==> src/hdl/art_pkg.sv <==
`default_nettype none
package art_pkg;
	localparam int SEQ_W = 16;
	localparam int ADDR_W = 8;
	localparam int TIME_W = 32;
	localparam int RTRY_W = 4;
	localparam int CFG_IDX_W = 2;
	localparam int CFG_DATA_W = 32;

	localparam logic [1:0] KIND_TICK = 2'd0;
	localparam logic [1:0] KIND_SENT = 2'd1;
	localparam logic [1:0] KIND_FAIL = 2'd2;
	localparam logic [1:0] KIND_RECV = 2'd3;

	localparam logic [1:0] PT_DATA = 2'd0;
	localparam logic [1:0] PT_ACK = 2'd1;

	localparam logic [2:0] EV_RETRY = 3'd0;
	localparam logic [2:0] EV_EXHAUST = 3'd1;
	localparam logic [2:0] EV_DROP = 3'd2;
	localparam logic [2:0] EV_NOSLOT = 3'd3;
	localparam logic [2:0] EV_ACK = 3'd4;
	localparam logic [2:0] EV_DONE = 3'd5;

	localparam logic [CFG_IDX_W-1:0] REG_TIMEOUT = 2'd0;
	localparam logic [CFG_IDX_W-1:0] REG_MAXRTRY = 2'd1;
	localparam logic [CFG_IDX_W-1:0] REG_NODEID = 2'd2;

	typedef struct packed {
		logic [1:0] kind;
		logic [1:0] packet_type;
		logic [15:0] seq_num;
		logic [7:0] dest_addr;
		logic [7:0] src_addr;
		logic [15:0] acked_seq;
		logic [31:0] now_ms;
		logic [3:0] queue_space;
	} in_word_t;

	typedef struct packed {
		logic [2:0] event_code;
		logic [2:0] slot_index;
		logic [15:0] event_seq;
		logic [7:0] event_dest;
		logic [3:0] retry_count;
		logic [3:0] pending_total;
		logic last;
	} out_word_t;

	// controller -> datapath
	typedef struct packed {
		logic load;      // capture input word
		logic clr_scan;  // reset scan index
		logic step;      // examine current slot, advance
		logic take;      // sent/fail: resolve slot (match or free)
		logic ack;       // receive: resolve ack
		logic emit_done; // build done word
	} dp_cmd_t;

	// datapath -> controller
	typedef struct packed {
		logic scan_end;  // index at last slot
		logic hit;       // word built by last action
	} dp_sts_t;
endpackage
`default_nettype wire

==> src/hdl/art_if.sv <==
`default_nettype none
interface art_if #(parameter int W = 8);
	logic valid;
	logic ready;
	logic [W-1:0] data;
	modport source (output valid, output data, input ready);
	modport sink (input valid, input data, output ready);
endinterface
`default_nettype wire

==> src/hdl/art_dp.sv <==
`default_nettype none
module art_dp #(
	parameter int SLOTS = 8
) (
	input wire logic clk,
	input wire logic arst_n,
	input wire logic cfg_we,
	input wire logic [art_pkg::CFG_IDX_W-1:0] cfg_idx,
	input wire logic [art_pkg::CFG_DATA_W-1:0] cfg_data,
	input wire art_pkg::in_word_t in_word,
	input wire art_pkg::dp_cmd_t cmd,
	output art_pkg::dp_sts_t sts,
	output art_pkg::out_word_t res
);
	import art_pkg::*;
	localparam int IW = (SLOTS > 1) ? $clog2(SLOTS) : 1;
	localparam int CW = $clog2(SLOTS + 1);

	logic [31:0] timeout_q;
	logic [3:0] maxr_q;
	logic [7:0] node_q;
	in_word_t w_q;
	logic [3:0] space_q;
	logic [IW-1:0] idx_q;
	logic [SLOTS-1:0] act_q, mark_q;
	logic [15:0] seq_q [SLOTS];
	logic [7:0] hop_q [SLOTS];
	logic [3:0] rtr_q [SLOTS];
	logic [31:0] tim_q [SLOTS];
	logic hit_q;
	out_word_t res_q;

	// slot lookup: match by sequence, else lowest free
	logic [15:0] key;
	logic m_found, f_found;
	logic [IW-1:0] m_idx, f_idx;
	always_comb begin
		key = cmd.ack ? w_q.acked_seq : w_q.seq_num;
		m_found = 1'b0;
		f_found = 1'b0;
		m_idx = '0;
		f_idx = '0;
		for (int i = SLOTS - 1; i >= 0; i--) begin
			if (act_q[i] && seq_q[i] == key) begin
				m_found = 1'b1;
				m_idx = IW'(i);
			end
			if (!act_q[i]) begin
				f_found = 1'b1;
				f_idx = IW'(i);
			end
		end
	end

	// active count
	logic [CW-1:0] cnt;
	always_comb begin
		cnt = '0;
		for (int i = 0; i < SLOTS; i++)
			cnt = cnt + CW'(act_q[i]);
	end

	// current tick slot
	logic [31:0] age;
	logic due;
	assign age = w_q.now_ms - tim_q[idx_q];
	assign due = act_q[idx_q] && !mark_q[idx_q] && age >= timeout_q;

	assign sts.scan_end = (idx_q == IW'(SLOTS - 1));
	assign sts.hit = hit_q;
	assign res = res_q;

	// configuration registers
	always_ff @(posedge clk or negedge arst_n) begin
		if (!arst_n) begin
			timeout_q <= 32'd1000;
			maxr_q <= 4'd3;
			node_q <= 8'd1;
		end else if (cfg_we) begin
			case (cfg_idx)
				REG_TIMEOUT: timeout_q <= cfg_data;
				REG_MAXRTRY: maxr_q <= cfg_data[3:0];
				REG_NODEID: node_q <= cfg_data[7:0];
				default: ;
			endcase
		end
	end

	// slot table and event build
	always_ff @(posedge clk or negedge arst_n) begin
		logic [IW-1:0] s;
		logic [3:0] r;
		if (!arst_n) begin
			act_q <= '0;
			mark_q <= '0;
			idx_q <= '0;
			hit_q <= 1'b0;
		end else begin
			hit_q <= 1'b0;
			if (cmd.load) begin
				w_q <= in_word;
				space_q <= in_word.queue_space;
			end
			if (cmd.clr_scan) idx_q <= '0;
			if (cmd.step) begin
				if (!sts.scan_end) idx_q <= idx_q + 1'b1;
				if (due) begin
					hit_q <= 1'b1;
					r = rtr_q[idx_q];
					res_q <= '{default: '0};
					res_q.slot_index <= 3'(idx_q);
					res_q.event_seq <= seq_q[idx_q];
					res_q.event_dest <= hop_q[idx_q];
					if (r >= maxr_q) begin
						res_q.event_code <= EV_EXHAUST;
						res_q.retry_count <= r;
						act_q[idx_q] <= 1'b0;
					end else if (space_q == 4'd0) begin
						res_q.event_code <= EV_DROP;
						res_q.retry_count <= r;
						act_q[idx_q] <= 1'b0;
					end else begin
						space_q <= space_q - 4'd1;
						rtr_q[idx_q] <= r + 4'd1;
						mark_q[idx_q] <= 1'b1;
						res_q.event_code <= EV_RETRY;
						res_q.retry_count <= r + 4'd1;
					end
				end
			end
			if (cmd.take && w_q.packet_type == PT_DATA) begin
				s = m_found ? m_idx : f_idx;
				r = m_found ? rtr_q[m_idx] : 4'd0;
				if (m_found || f_found) begin
					if (!m_found) begin
						seq_q[s] <= w_q.seq_num;
						hop_q[s] <= w_q.dest_addr;
						act_q[s] <= 1'b1;
					end
					rtr_q[s] <= r;
				end
				res_q <= '{default: '0};
				if (w_q.kind == KIND_SENT) begin
					if (m_found || f_found) begin
						tim_q[s] <= w_q.now_ms;
						mark_q[s] <= 1'b0;
					end
				end else if (!(m_found || f_found)) begin
					hit_q <= 1'b1;
					res_q.event_code <= EV_NOSLOT;
					res_q.event_seq <= w_q.seq_num;
					res_q.event_dest <= w_q.dest_addr;
				end else begin
					hit_q <= 1'b1;
					res_q.slot_index <= 3'(s);
					res_q.event_seq <= w_q.seq_num;
					res_q.event_dest <= m_found ? hop_q[s] : w_q.dest_addr;
					if (r >= maxr_q) begin
						res_q.event_code <= EV_EXHAUST;
						res_q.retry_count <= r;
						act_q[s] <= 1'b0;
					end else if (space_q == 4'd0) begin
						res_q.event_code <= EV_DROP;
						res_q.retry_count <= r;
						act_q[s] <= 1'b0;
					end else begin
						rtr_q[s] <= r + 4'd1;
						mark_q[s] <= 1'b1;
						res_q.event_code <= EV_RETRY;
						res_q.retry_count <= r + 4'd1;
					end
				end
			end
			if (cmd.ack) begin
				res_q <= '{default: '0};
				if (w_q.packet_type == PT_ACK && w_q.dest_addr == node_q && m_found
					&& hop_q[m_idx] == w_q.src_addr) begin
					hit_q <= 1'b1;
					act_q[m_idx] <= 1'b0;
					res_q.event_code <= EV_ACK;
					res_q.slot_index <= 3'(m_idx);
					res_q.event_seq <= seq_q[m_idx];
					res_q.event_dest <= hop_q[m_idx];
					res_q.retry_count <= rtr_q[m_idx];
				end
			end
			if (cmd.emit_done) begin
				res_q <= '{default: '0};
				res_q.event_code <= EV_DONE;
				res_q.pending_total <= (cnt > CW'(15)) ? 4'd15 : 4'(cnt);
				res_q.last <= 1'b1;
			end
		end
	end
endmodule
`default_nettype wire

==> src/hdl/art_ctrl.sv <==
`default_nettype none
module art_ctrl (
	input wire logic clk,
	input wire logic arst_n,
	input wire logic in_valid,
	input wire logic [1:0] in_kind,
	output logic in_ready,
	output logic out_valid,
	input wire logic out_ready,
	output art_pkg::dp_cmd_t cmd,
	input wire art_pkg::dp_sts_t sts
);
	import art_pkg::*;
	typedef enum logic [2:0] {
		ST_IDLE, ST_DISP, ST_SCAN, ST_CHK, ST_SHOW, ST_DONE, ST_LAST
	} state_t;
	state_t st_q;
	logic [1:0] kind_q;
	logic end_q;

	assign in_ready = (st_q == ST_IDLE);
	assign out_valid = (st_q == ST_SHOW) || (st_q == ST_LAST);

	always_comb begin
		cmd = '0;
		case (st_q)
			ST_IDLE: begin
				cmd.load = in_valid;
				cmd.clr_scan = in_valid;
			end
			ST_DISP: begin
				cmd.step = (kind_q == KIND_TICK);
				cmd.take = (kind_q == KIND_SENT) || (kind_q == KIND_FAIL);
				cmd.ack = (kind_q == KIND_RECV);
			end
			ST_SCAN: cmd.step = 1'b1;
			ST_DONE: cmd.emit_done = 1'b1;
			default: ;
		endcase
	end

	// sequencer
	always_ff @(posedge clk or negedge arst_n) begin
		if (!arst_n) begin
			st_q <= ST_IDLE;
			kind_q <= KIND_TICK;
			end_q <= 1'b0;
		end else begin
			case (st_q)
				ST_IDLE: if (in_valid) begin
					kind_q <= in_kind;
					st_q <= ST_DISP;
				end
				ST_DISP, ST_SCAN: begin
					end_q <= (kind_q != KIND_TICK) || sts.scan_end;
					st_q <= ST_CHK;
				end
				ST_CHK: st_q <= sts.hit ? ST_SHOW : (end_q ? ST_DONE : ST_SCAN);
				ST_SHOW: if (out_ready) st_q <= end_q ? ST_DONE : ST_SCAN;
				ST_DONE: st_q <= ST_LAST;
				ST_LAST: if (out_ready) st_q <= ST_IDLE;
				default: st_q <= ST_IDLE;
			endcase
		end
	end

	a_no_overlap: assert property (@(posedge clk) disable iff (!arst_n)
		!(in_ready && out_valid)) else $error("accept during output");
	a_last_from_done: assert property (@(posedge clk) disable iff (!arst_n)
		st_q == ST_LAST |-> $past(st_q) == ST_DONE || $past(st_q) == ST_LAST)
		else $error("done word without build");
	a_hold: assert property (@(posedge clk) disable iff (!arst_n)
		out_valid && !out_ready |=> out_valid) else $error("output dropped");
endmodule
`default_nettype wire

==> src/hdl/ack_retransmit_tracker.sv <==
// Non-tick items pass dispatch and check, then show any event word before the done word.
// Tick: each slot passes an examine and a check state, plus a show state per word shown.
// One item in flight; next accepted after the closing done word is taken.
// The sequential slot scan of the shared check unit sets the tick rate.
// arst_n clears the sequencer, the active and retry-mark flags, and reloads register defaults.
`default_nettype none
module ack_retransmit_tracker #(
	parameter int SLOTS = 8
) (
	input wire logic clk,
	input wire logic arst_n,
	art_if.sink in_ch,
	art_if.source out_ch,
	input wire logic cfg_we,
	input wire logic [art_pkg::CFG_IDX_W-1:0] cfg_idx,
	input wire logic [art_pkg::CFG_DATA_W-1:0] cfg_data
);
	import art_pkg::*;
	dp_cmd_t cmd;
	dp_sts_t sts;
	in_word_t iw;
	out_word_t ow;

	assign iw = in_ch.data;
	assign out_ch.data = ow;

	art_ctrl u_ctrl (
		.clk, .arst_n,
		.in_valid(in_ch.valid), .in_kind(iw.kind), .in_ready(in_ch.ready),
		.out_valid(out_ch.valid), .out_ready(out_ch.ready),
		.cmd, .sts
	);

	art_dp #(.SLOTS(SLOTS)) u_dp (
		.clk, .arst_n, .cfg_we, .cfg_idx, .cfg_data,
		.in_word(iw), .cmd, .sts, .res(ow)
	);
endmodule
`default_nettype wire

==> src/flat_wrapper.sv <==
// flat-port wrapper written by rule: the top's interface ports become plain ports
module ack_retransmit_tracker_flat import art_pkg::*;
#(
	parameter int SLOTS = 8
)
  (clk, arst_n, cfg_we, cfg_idx, cfg_data, in_ch_valid, in_ch_data, in_ch_ready, out_ch_valid, out_ch_data, out_ch_ready);
  art_if #(.W($bits(in_word_t))) in_ch_i ();
  art_if #(.W($bits(out_word_t))) out_ch_i ();
  input wire logic clk;
  input wire logic arst_n;
  input wire logic cfg_we;
  input wire logic [art_pkg::CFG_IDX_W-1:0] cfg_idx;
  input wire logic [art_pkg::CFG_DATA_W-1:0] cfg_data;
  input wire logic [$bits(in_ch_i.valid)-1:0] in_ch_valid;
  input wire logic [$bits(in_ch_i.data)-1:0] in_ch_data;
  output wire logic [$bits(in_ch_i.ready)-1:0] in_ch_ready;
  output wire logic [$bits(out_ch_i.valid)-1:0] out_ch_valid;
  output wire logic [$bits(out_ch_i.data)-1:0] out_ch_data;
  input wire logic [$bits(out_ch_i.ready)-1:0] out_ch_ready;
  assign in_ch_i.valid = in_ch_valid;
  assign in_ch_i.data = in_ch_data;
  assign in_ch_ready = in_ch_i.ready;
  assign out_ch_valid = out_ch_i.valid;
  assign out_ch_data = out_ch_i.data;
  assign out_ch_i.ready = out_ch_ready;
  ack_retransmit_tracker #(.SLOTS(SLOTS)) u_core (.clk(clk), .arst_n(arst_n), .in_ch(in_ch_i), .out_ch(out_ch_i), .cfg_we(cfg_we), .cfg_idx(cfg_idx), .cfg_data(cfg_data));
endmodule
==> config.mk <==
export PLATFORM = sky130hd
export DESIGN_NAME = ack_retransmit_tracker_flat
export DESIGN_NICKNAME = d
export VERILOG_FILES = /design/src/hdl/art_pkg.sv /design/src/hdl/art_if.sv /design/src/hdl/art_dp.sv /design/src/hdl/art_ctrl.sv /design/src/hdl/ack_retransmit_tracker.sv /design/src/flat_wrapper.sv
export SDC_FILE = /design/constraint.sdc
export NUM_CORES = 1
export LEC_CHECK = 0
export BUFFER_PORTS_ARGS = -buffer_cell sky130_fd_sc_hd__clkbuf_2
export CAP_MARGIN = 20
export CORE_ASPECT_RATIO = 1.1
export CORE_MARGIN = 2
export CORE_UTILIZATION = 60
export CTS_CLUSTER_DIAMETER = 50
export DETAILED_ROUTE_END_ITERATION = 6
export PLACE_DENSITY = 0.76
export REMOVE_ABC_BUFFERS = 1
export SLEW_MARGIN = 20
export SYNTH_ARGS = -nofsm -noshare
export SYNTH_HDL_FRONTEND = slang
export SYNTH_SLANG_ARGS = --single-unit
==> constraint.sdc <==
create_clock -name clk -period 13.1 [get_ports clk]
set_input_delay 1.31 -clock clk [delete_from_list [all_inputs] [get_ports clk]]
set_output_delay 1.31 -clock clk [all_outputs]
set_load 0.01 [all_outputs]
==> impl_metrics.env <==
export IMPL_core_sq_um=58300
export IMPL_worstSetupEndpointType="flip-flop"
export IMPL_worstSkewPairLatency_ns=0.65
export IMPL_netlist_area_leader_share_pct=51.8
export IMPL_detailedPlace_worstSlack_ns=3.78
export IMPL_worst_ep_arrival_time_ns=9.99
export IMPL_totalWireLength_um=131000
export IMPL_power_share_clock_pct=28.1
export IMPL_synth_warning_count=0
export IMPL_critical_path_slowest_cell="sky130_fd_sc_hd__o311a_2"
export IMPL_timing_hold_worst_class="flip-flop to flip-flop"
export IMPL_total_negative_slack_ns=0
export IMPL_synth_edf_count=607
export IMPL_postSynth_asyncResetShare_pct=10.3
export IMPL_cts_htree_levels=3
export IMPL_power_density_nw_per_um2=197
export IMPL_antennaDiodeCount=0
export IMPL_synth_area_leaders="sky130_fd_sc_hd__edfxtp_1, sky130_fd_sc_hd__dfrtp_1, sky130_fd_sc_hd__ha_1"
export IMPL_post_place_cells=3798
export IMPL_finish_net_count=3333
export IMPL_io_pins=168
export IMPL_rsz_0062_raised_after_global_routing="no"
export IMPL_antenna_found_initial=1
export IMPL_power_ir_vdd_worst_mv=0.202
export IMPL_layout_filler_cells=4206
export IMPL_crit_required_ns=13.42
export IMPL_rows=93
export IMPL_initial_utilization_pct=60.3
export IMPL_worst_clock_skew_ns=0.0248
export IMPL_post_cts_setup_buffer_count=0
export IMPL_status="finished, violations left"
export IMPL_tritoncts_num_buffers=79
export IMPL_time_the_worst_path_needs_with_i_o_delays_and_setup_ns=9.67
export IMPL_timing_hold_violations_final=0
export IMPL_worstPathMaxFanout=42
export IMPL_grt_max_degree=66
export IMPL_drc=2
export IMPL_postCtsResizedCells=0
export IMPL_worstSetupPathType="flip-flop to flip-flop"
export IMPL_syn_cell_area_sq_um=35200
export IMPL_synth_area_leader_cell="sky130_fd_sc_hd__edfxtp_1"
export IMPL_sw_frac_of_total_pct=36.9
export IMPL_final_setup_worst_slack_ns=3.43
export IMPL_fin_crit_sh_pct=73.8
export IMPL_relSlewSlack_pct=23.6
export IMPL_cts_sink_count=677
export IMPL_viasPerCell=7.32
export IMPL_avgRoutedWirePerCell_um=33.3
export IMPL_share_seq_of_total_power_pct=35.1
export IMPL_drtAntennaViolNets=0
export IMPL_synthCells=2976
export IMPL_initialDrtViolationCount=4863
export IMPL_final_max_slew_viol_count=0
export IMPL_setup_viol_count_final=0
export IMPL_grt_pass1_vias=28400
export IMPL_grt_overflow_total=0
export IMPL_die_footprint_sq_um=60600
export IMPL_grt_total_usage_pct=42.8
export IMPL_synthesis_area_per_instance_sq_um=11.8
export IMPL_die_height_um=258
export IMPL_dpl_cell_area_sq_um=36900
export IMPL_finalWeightedCongestion=1.05
export IMPL_failing_checks="DRC"
export IMPL_hpwlAfterDp_um=85500
export IMPL_detailedRoute_firstPassIterationCount=7
export IMPL_clock_tree_buffer_depth=3
export IMPL_leakagePower_uw=0.0141
export IMPL_clock_slew_at_reported_path_ffs_ns=0.06
export IMPL_power_combinational_fraction_pct=36.8
export IMPL_worstMarginPinSlew_ns=1.15
export IMPL_finish_cell_count_without_fillers=3943
export IMPL_buffer_cell_driving_the_clock_tree_root="sky130_fd_sc_hd__clkbuf_16"
export IMPL_synth_distinct_cells=100
export IMPL_dr_total_vias=28900
export IMPL_crit_path_max_incr_delay_ns=0.95
export IMPL_chipWidth_um=235
export IMPL_ys_seq_elements=677
export IMPL_critical_path_startpoint_type="flip-flop"
export IMPL_ys_flop_type="sky130_fd_sc_hd__edfxtp_1"
export IMPL_layout_area_overhead_vs_synth_pct=12.1
export IMPL_layout_drive_gt1_share_pct=13.8
export IMPL_cts_hold_fix_buffers=0
export IMPL_post_synthesis_sequential_area_ratio_pct=56.8
export IMPL_drv_max_cap_violation_count=0
export IMPL_placement_io_buffers=167
export IMPL_internal_power_uw=4890
export IMPL_cts_tree="yes"
export IMPL_first_pass_grt_wire_length_um=190000
export IMPL_switching_power_uw=2860
export IMPL_max_freq_mhz=103
export IMPL_final_area_sq_um=39400
sequential cells by signal, summed over array words and instances (netlist names), 8 cells and up:
signal and count:
u_core.u_dp.tim_q 256, u_core.u_dp.seq_q 128, u_core.u_dp.w_q 84, u_core.u_dp.hop_q 64, u_core.u_dp.res 39, u_core.u_dp.rtr_q 32
u_core.u_dp.timeout_q 32, u_core.u_dp.act_q 8, u_core.u_dp.mark_q 8, u_core.u_dp.node_q 8
cells in the final DEF, fill, tap and decap left out, types with 57 or more instances in the layout:
cell type	count
sky130_fd_sc_hd__a22o_1	78
sky130_fd_sc_hd__xor2_1	73
sky130_fd_sc_hd__xnor2_1	108
sky130_fd_sc_hd__nand2_1	143
sky130_fd_sc_hd__clkbuf_16	79
sky130_fd_sc_hd__a221oi_1	83
sky130_fd_sc_hd__mux2i_1	82
sky130_fd_sc_hd__inv_1	132
sky130_fd_sc_hd__o21ai_0	138
sky130_fd_sc_hd__edfxtp_1	607
sky130_fd_sc_hd__ha_1	82
sky130_fd_sc_hd__a21oi_1	122
sky130_fd_sc_hd__nor2_1	179
sky130_fd_sc_hd__dfrtp_1	61
sky130_fd_sc_hd__clkbuf_2	166
sky130_fd_sc_hd__nand4_1	57
sky130_fd_sc_hd__o22ai_1	58
sky130_fd_sc_hd__a22oi_1	117
through the flow:
stage / power [uW] / hold WS, ns / util, %
2_1_floorplan: 4570 / 0.479 / -
3_3_place_gp: 5420 / 0.504 / 63.3
3_5_place_dp: 5510 / 0.519 / 63.3
4_1_cts: 7680 / 0.531 / 67.6
5_1_grt: 8060 / 0.547 / 67.6
6_report: 7750 / 0.530 / 67.6
final timing paths:
| kind | start | to | slack (ns) | cells after the start |
|---|---|---|---|---|
| setup / recovery | u_core.u_dp.idx_q[2] | u_core.u_dp.rtr_q[7][1] | 3.43 | 32 |
| setup reg to reg | u_core.u_dp.idx_q[2] | u_core.u_dp.rtr_q[7][1] | 3.43 | 32 |
| min in group asynchronous | arst_n | u_core.u_dp.hit_q | 0.78 | 1 |
| hold / removal | u_core.u_dp.node_q[7] | u_core.u_dp.node_q[7] | 0.53 | 1 |
| hold reg to reg | u_core.u_dp.node_q[7] | u_core.u_dp.node_q[7] | 0.53 | 1 |
| max in group asynchronous | arst_n | u_core.u_dp.timeout_q[22] | 10.76 | 2 |
cells by family (layout without fill, tap and decap cells):
group / after synthesis / count (layout) / synth area share (%)
and+or+nand+nor: 772 / 772 / 11.4
adders and majority gates: 87 / 87 / 3.20
AOI/OAI and AO/OA: 861 / 861 / 17.6
xor gates and xnor gates: 181 / 181 / 4.51
muxes: 103 / 103 / 3.01
buffers and inverters: 295 / 502 / 3.49
DFF: 677 / 677 / 56.8
synth_stat cells (9+ instances only):
master	n
sky130_fd_sc_hd__o22ai_1	58
sky130_fd_sc_hd__a21o_1	42
sky130_fd_sc_hd__ha_1	82
sky130_fd_sc_hd__buf_2	29
sky130_fd_sc_hd__nor3_1	57
sky130_fd_sc_hd__a31oi_1	23
sky130_fd_sc_hd__a2111oi_0	11
sky130_fd_sc_hd__nand2b_1	49
sky130_fd_sc_hd__nor2b_1	32
sky130_fd_sc_hd__clkbuf_1	104
sky130_fd_sc_hd__nand3_1	46
sky130_fd_sc_hd__o221ai_1	11
sky130_fd_sc_hd__mux2i_1	82
sky130_fd_sc_hd__a221oi_1	83
sky130_fd_sc_hd__inv_1	132
sky130_fd_sc_hd__a222oi_1	12
sky130_fd_sc_hd__dfstp_2	9
sky130_fd_sc_hd__nor2_1	199
sky130_fd_sc_hd__and3_1	54
sky130_fd_sc_hd__o21ai_0	138
sky130_fd_sc_hd__nand2_1	143
sky130_fd_sc_hd__o21a_1	9
sky130_fd_sc_hd__a22o_1	78
sky130_fd_sc_hd__xnor2_1	108
sky130_fd_sc_hd__a21oi_1	122
sky130_fd_sc_hd__o2111ai_1	9
sky130_fd_sc_hd__dfrtp_1	61
sky130_fd_sc_hd__and2_1	20
sky130_fd_sc_hd__or3_1	17
sky130_fd_sc_hd__mux2_2	21
sky130_fd_sc_hd__o211ai_1	13
sky130_fd_sc_hd__buf_1	19
sky130_fd_sc_hd__nor4_1	35
sky130_fd_sc_hd__a22oi_1	117
sky130_fd_sc_hd__a211oi_1	20
sky130_fd_sc_hd__and4_1	11
sky130_fd_sc_hd__edfxtp_1	607
sky130_fd_sc_hd__xor2_1	73
sky130_fd_sc_hd__nand4_1	57
power by group through the flow:
stage	Sequential [uW]	Combinational, uW	Clock [uW]
2_1_floorplan	2710	1860	0
3_3_place_gp	2750	2670	0
3_5_place_dp	2760	2760	0
4_1_cts	2710	2790	2180
5_1_grt	2730	3070	2260
6_report	2720	2860	2170
area by class of cell:
cell class	count	area (sq um)	share of cell area (%)
clock buffers	88	2010	5.10
clock inverters	57	528	1.34
inverters	132	495	1.26
multi-input cells	2004	14100	35.8
flip-flops and latches	677	20000	50.7
well taps	760	951	2.41
repair buffers	225	1350	3.42
routing by layer:
layer	part of all wire (%)	up-vias	GRT usage [%]	wire, um
li1	-	11900	-	-
met4	5.9	2	23.1	7690
met5	0.0099	-	0	13
met1	36	14100	56.7	47500
met3	13	513	9.41	16600
met2	45	2411	66.4	59500
critical path: cells and delay by family (launching register included):
| family | cells | cell delay [ns] |
|---|---|---|
| fa+ha+maj | 3 | 0.87 |
| flops | 1 | 0.71 |
| compound gates | 14 | 3.74 |
| simple gates | 11 | 2.86 |
| buf+inv | 3 | 0.98 |
| xor+xnor | 1 | 0.09 |
(Power assumes the default switching activity.)
